==> src/hw/rtl/pni_pkg.sv <==
// Shared constants, types and functions of the pixel noise injector.
`timescale 1ns / 1ps

package pni_pkg;

  localparam int COORD_BITS_DEF = 12;
  localparam int PIX_W          = 32;
  localparam int AMP_W          = 7;
  localparam int SEED_W         = 32;
  localparam int ADDR_W         = 3;
  localparam int DATA_W         = 32;
  localparam int MASK_W         = AMP_W + 1;
  localparam int NOISE_W        = MASK_W + 2;

  localparam logic [31:0] ROW_MULT = 32'd2654435761;
  localparam logic [31:0] COL_MULT = 32'd805459861;

  typedef enum logic {
    REG_AMPLITUDE = 1'b0,
    REG_SEED      = 1'b1
  } reg_idx_t;

  function automatic logic [31:0] xorshift_step(input logic [31:0] s);
    logic [31:0] t;
    t = s ^ (s << 13);
    t = t ^ (t >> 17);
    t = t ^ (t << 5);
    return t;
  endfunction

  function automatic logic [MASK_W-1:0] noise_mask(input logic [AMP_W-1:0] amp);
    logic [AMP_W-1:0] sm;
    sm = amp;
    for (int i = 1; i < AMP_W; i++) begin
      sm = sm | (sm >> 1);
    end
    if (amp == '0) begin
      return '0;
    end
    return {sm, 1'b1};
  endfunction

  function automatic logic [7:0] clamp_channel(input logic signed [NOISE_W-1:0] v);
    if (v < 0) begin
      return 8'd0;
    end
    if (v > NOISE_W'(255)) begin
      return 8'hFF;
    end
    return v[7:0];
  endfunction

endpackage

==> src/hw/rtl/pixel_noise_injector.sv <==
// Top level of the pixel noise injector: reseed, generator step, noise add and clamp.
`timescale 1ns / 1ps

// Channel   Handshake              Payload
// in        in_valid / in_ready    in_pixel_in, in_row_start, in_row_index, in_column_start
// out       out_valid / out_ready  out_pixel_out
// cfg       APB write/read         paddr, pwdata, prdata (amplitude at 0x0, seed at 0x4)
//
// One item per clock unless out stalls; items pass the input, then the output register.
// The reseed products are formed ahead of the input register; the generator step and
// the noise add share the cycle into the output register, which is the loop on state.
// Synchronous active-low reset clears valids, config registers and generator state to zero.
// A stalled output holds both stages; in_ready stays high while the input stage is free.

module pixel_noise_injector #(
  parameter int COORD_BITS = pni_pkg::COORD_BITS_DEF
) (
  input  logic                       clk,
  input  logic                       rst_n,
  input  logic                       in_valid,
  output logic                       in_ready,
  input  logic [pni_pkg::PIX_W-1:0]  in_pixel_in,
  input  logic                       in_row_start,
  input  logic [COORD_BITS-1:0]      in_row_index,
  input  logic [COORD_BITS-1:0]      in_column_start,
  output logic                       out_valid,
  input  logic                       out_ready,
  output logic [pni_pkg::PIX_W-1:0]  out_pixel_out,
  input  logic                       psel,
  input  logic                       penable,
  input  logic                       pwrite,
  input  logic [pni_pkg::ADDR_W-1:0] paddr,
  input  logic [pni_pkg::DATA_W-1:0] pwdata,
  output logic [pni_pkg::DATA_W-1:0] prdata,
  output logic                       pready
);
  import pni_pkg::*;

  logic [AMP_W-1:0]  amp_r;
  logic [SEED_W-1:0] seed_r;
  logic [31:0]       state_r, state_nxt;

  logic              s1_valid_r;
  logic [PIX_W-1:0]  s1_pixel_r;
  logic              s1_start_r;
  logic [31:0]       s1_reseed_r, reseed_nxt;

  logic              out_valid_r;
  logic [PIX_W-1:0]  out_pixel_r, out_pixel_nxt;

  logic              advance;
  logic              accept;
  logic              cfg_write;
  reg_idx_t          cfg_idx;

  logic [31:0]              row_prod, col_prod;
  logic [MASK_W-1:0]        mask;
  logic signed [NOISE_W-1:0] noise;
  logic signed [NOISE_W-1:0] r_sum, g_sum, b_sum;

  assign pready    = 1'b1;
  assign cfg_idx   = reg_idx_t'(paddr[2]);
  assign cfg_write = psel && penable && pwrite && pready;

  always_comb begin
    unique case (cfg_idx)
      REG_AMPLITUDE: prdata = DATA_W'(amp_r);
      REG_SEED:      prdata = DATA_W'(seed_r);
      default:       prdata = '0;
    endcase
  end

  assign advance  = !out_valid_r || out_ready;
  assign in_ready = advance || !s1_valid_r;
  assign accept   = in_valid && in_ready;

  assign row_prod   = 32'(32'(in_row_index) * ROW_MULT);
  assign col_prod   = 32'(32'(in_column_start) * COL_MULT);
  assign reseed_nxt = xorshift_step(seed_r ^ row_prod ^ col_prod);

  assign state_nxt = xorshift_step(s1_start_r ? s1_reseed_r : state_r);
  assign mask      = noise_mask(amp_r);
  assign noise     = $signed({2'b00, state_nxt[MASK_W-1:0] & mask})
                   - $signed(NOISE_W'(amp_r));
  assign r_sum     = $signed(NOISE_W'(s1_pixel_r[23:16])) + noise;
  assign g_sum     = $signed(NOISE_W'(s1_pixel_r[15:8])) + noise;
  assign b_sum     = $signed(NOISE_W'(s1_pixel_r[7:0])) + noise;

  always_comb begin
    if (s1_pixel_r[31:24] == 8'd0) begin
      out_pixel_nxt = s1_pixel_r;
    end else begin
      out_pixel_nxt = {s1_pixel_r[31:24], clamp_channel(r_sum), clamp_channel(g_sum),
                       clamp_channel(b_sum)};
    end
  end

  always_ff @(posedge clk) begin
    if (!rst_n) begin
      amp_r       <= '0;
      seed_r      <= '0;
      state_r     <= '0;
      s1_valid_r  <= 1'b0;
      out_valid_r <= 1'b0;
    end else begin
      if (cfg_write) begin
        unique case (cfg_idx)
          REG_AMPLITUDE: amp_r  <= pwdata[AMP_W-1:0];
          REG_SEED:      seed_r <= pwdata[SEED_W-1:0];
          default:       ;
        endcase
      end
      if (advance) begin
        out_valid_r <= s1_valid_r;
        if (s1_valid_r) begin
          state_r <= state_nxt;
        end
      end
      if (accept) begin
        s1_valid_r <= 1'b1;
      end else if (advance) begin
        s1_valid_r <= 1'b0;
      end
    end
  end

  always_ff @(posedge clk) begin
    if (accept) begin
      s1_pixel_r  <= in_pixel_in;
      s1_start_r  <= in_row_start;
      s1_reseed_r <= reseed_nxt;
    end
    if (advance && s1_valid_r) begin
      out_pixel_r <= out_pixel_nxt;
    end
  end

  assign out_valid     = out_valid_r;
  assign out_pixel_out = out_pixel_r;

endmodule
==> config.mk <==
export PLATFORM = sky130hd
export DESIGN_NAME = pixel_noise_injector
export DESIGN_NICKNAME = d
export VERILOG_FILES = /design/src/hw/rtl/pni_pkg.sv /design/src/hw/rtl/pixel_noise_injector.sv
export SDC_FILE = /design/constraint.sdc
export NUM_CORES = 1
export LEC_CHECK = 0
export BUFFER_PORTS_ARGS = -buffer_cell sky130_fd_sc_hd__buf_4
export CORE_UTILIZATION = 30
export CTS_CLUSTER_SIZE = 20
export DETAILED_ROUTE_END_ITERATION = 10
export PLACE_DENSITY = 0.55
export SLEW_MARGIN = 40
export SYNTH_ARGS = -nofsm -noshare
export SYNTH_HDL_FRONTEND = slang
export SYNTH_SLANG_ARGS = --single-unit
==> constraint.sdc <==
create_clock -name clk -period 14.67 [get_ports clk]
set_input_delay 0.7335 -clock clk [delete_from_list [all_inputs] [get_ports clk]]
set_output_delay 0.7335 -clock clk [all_outputs]
set_load 0.02 [all_outputs]
==> reports/results.tsv <==
stage	metric	value	unit
synth	cell taking the most area after synthesis	fa_1	
job	Max Cap Viol	0	
critical_path	Worst Path Arrival	6890	ps
global_route	vias in the first global route	13470	
timing	max_slew headroom	43.99	%
route	DR DRC count	18	
global_route	initial antenna violation count	1	
synth	EDFF count, synth	97	
global_route	gr ovfl total	0	
synth	Top FF cell, synth	edfxtp_1	
critical_path	CP Cell Sequence	buf_4 > ha_1 > inv_1 > fa_1 > inv_1 > fa_1 > inv_1 > fa_1 > inv_1 > fa_1 > ha_1 > a2111oi_0 > o21ai_1 > a211oi_1 > a211o_1 > a21oi_1 > a31oi_1 > xor3_1 > xnor2_1 > xnor2_1	
route	total wire length	51660	um
critical_path	worst reg2reg path startpoint	s1_start_r	
clocking	clock latency on the worst-skew pair	480	ps
placed_design	DP HPWL	42930	um
finish	fraction of layout cells with a size suffix above 1	10.86	%
synth	top-count cell post-synth	inv_1	
run_status	failing checks	design-rule violations	
run_status	status	finished, violations left	
min_path	Worst Hold Depth	1	
critical_path	worst-path fanout max	8	
min_path	hold endpoint	s1_pixel_r[18]	
critical_path	CP max stage cell	xor3_1	
synth	synthesized area	0.01806	mm2
die	I/O pin cnt	166	
timing	pin slew with the least headroom to its limit	834.2	ps
critical_path	Required @ worst endpoint	14880	ps
timing	clk_skew	23.93	ps
global_route	first-pass GRT wire length	79080	um
synth	top cells by area, synth	fa_1 19%, edfxtp_1 16%, ha_1 14%	
finish	ANT cells	0	
critical_path	Reg2Reg Depth	18	
clocking	CTS Buffer Depth	2	
synth	syn avg cell area	10.06	um2
clocking	register clock-pin slew on the reported worst setup and hold paths	70	ps
critical_path	Worst Setup End Kind	register	
synth	async set-or-reset flop fraction in the synthesized netlist	0	%
critical_path	critical path's top delay family	adder cells	
timing	RSZ-0062 raised after global routing	no	
die	die area	0.06120	mm2
global_route	All-Layer GR Usage	17.34	%
synth	post-synthesis register bit count	170	
critical_path	reg2reg setup slack	9190	ps
die	die height	247.4	um
route	vias per cell	4.729	
timing	final setup fails	0	
clocking	post-CTS setup buffers	0	
clocking	CTS Buf Count	17	
timing	period utilization	45.51	%
clocking	CTS tree	done	
finish	fin nets	2421	
min_path	worst min path class	in -> reg	
min_path	Worst Min Path Start	in_pixel_in[18]	
placed_design	RePlAce Congestion	0.9329	
die	Die X	247.4	um
synth	register area share after synthesis	24.21	%
synth	Net Count, Synth	2276	
die	Initial Util	30.49	%
die	core area	0.05924	mm2
clocking	post-CTS sizing	0	
timing	Max Slew Vio Count	0	
global_route	largest net degree at the start of global routing	79	
critical_path	slowest stage delay, CP	570	ps
clocking	CTS HTree Levels	4	
timing	Final Hold Viols	0	
route	Via Count	12890	
synth	share of the synthesized area in the top cell type	19.39	%
route	wire length per cell	18.95	um
synth	Ys Warns	0	
clocking	clk root buf	clkbuf_16	
critical_path	worst reg2reg path endpoint	out_pixel_out[9]	
route	antenna-violating nets left	0	
clocking	Hold-fix buffers, CTS	0	
critical_path	CP Buf/Inv Count	5	
finish	P&R area growth vs syn	14.81	%
route	Pre-antenna DRT Iters	8	
critical_path	Startpoint Class	primary input	
placed_design	number of port buffers	162	
clocking	Clock Sinks	170	
die	Rows	89	
critical_path	critical path class	in -> reg	
synth	count of cell types in the netlist	65	
timing	fmax	149.8	MHz
timing	fin crit period	6677	ps
timing	Setup Total Neg Slack	0	ps
synth	leading cell types by count after synthesis	278 x inv_1, 207 x ha_1, 191 x xnor2_1	
route	starting DRC count in detailed routing	667	
synth	cell count after synthesis	1795	
layer usage:
metal / up-vias / track usage [%] / wire [um]
li1: 6226 / - / -
met1: 6338 / 22.03 / 22770
met2: 283 / 30.23 / 25430
met3: 44 / 3.028 / 2520
met4: 0 / 4.349 / 940
met5: - / 0 / 0
cell families after synthesis:
group | after synthesis | synth area share (%)
adder cells (fa/ha/maj) | 382 | 33.73
AO/OA/AOI/OAI | 330 | 12.17
buffers and inverters | 319 | 6.663
AND/OR/NAND/NOR | 296 | 7.550
XOR/XNOR | 274 | 14.37
flip-flops | 170 | 24.21
multiplexers | 23 | 1.281
other | 1 | 0.02076
state kept, by name, summed over array words and instances (netlist names):
signal / flops
s1_pixel_r: 32
s1_valid_r: 1
s1_reseed_r: 32
out_valid: 1
amp_r: 7
state_r: 32
out_pixel_out: 32
s1_start_r: 1
seed_r: 32
metrics by stage:
stage / std cells / area, um2 / setup slack (ps) / utilization [%] / hold slack, ps
2_1_floorplan: 1795 / 18060 / 8865 / - / 416.9
3_3_place_gp: 2694 / 20130 / 7583 / 33.98 / 422.4
3_5_place_dp: 2694 / 20140 / 7657 / 34.00 / 428.4
4_1_cts: 2726 / 20740 / 8127 / 35.01 / 384.1
5_1_grt: 2726 / 20740 / 7810 / 35.01 / 393.4
6_report: 2726 / 20740 / 7993 / 35.01 / 431.9
placed cells by master, fill, tap and decap left out, types with 24 or more instances in the layout:
cell,netlist,layout
inv_1,278,277
ha_1,207,207
xnor2_1,191,191
fa_1,175,175
buf_4,1,165
nand2_1,144,144
edfxtp_1,97,97
a21oi_1,79,79
dfxtp_1,73,73
o21ai_0,70,70
xor2_1,68,68
nor2_1,56,55
a21o_1,40,40
and2_1,38,37
a21boi_0,35,35
o211a_1,24,24
worst max-delay path by stage:
| stage | from | endpoint | cells after the start |
|---|---|---|---|
| after floorplan | in_row_index[3] | s1_reseed_r[18] | 17 |
| after global placement | in_row_index[3] | s1_reseed_r[14] | 20 |
| after CTS | in_row_index[3] | s1_reseed_r[14] | 20 |
| final | in_row_index[3] | s1_reseed_r[19] | 20 |
| after global routing | in_row_index[3] | s1_reseed_r[14] | 20 |
| after detailed placement | in_row_index[3] | s1_reseed_r[14] | 20 |
layout make-up:
cell class / instances / area, um2
inverters: 278 / 1044
well taps: 773 / 967.2
repair buffers: 167 / 1261
clock buffers: 17 / 425.4
fillers: 6030 / 38500
clock inverters: 15 / 176.4
multi-input cells: 1306 / 12490
flip-flops and latches: 170 / 4374
Power is not shown: default switching activity piles up to over one toggle a cycle in this logic, so the estimate is an artifact.
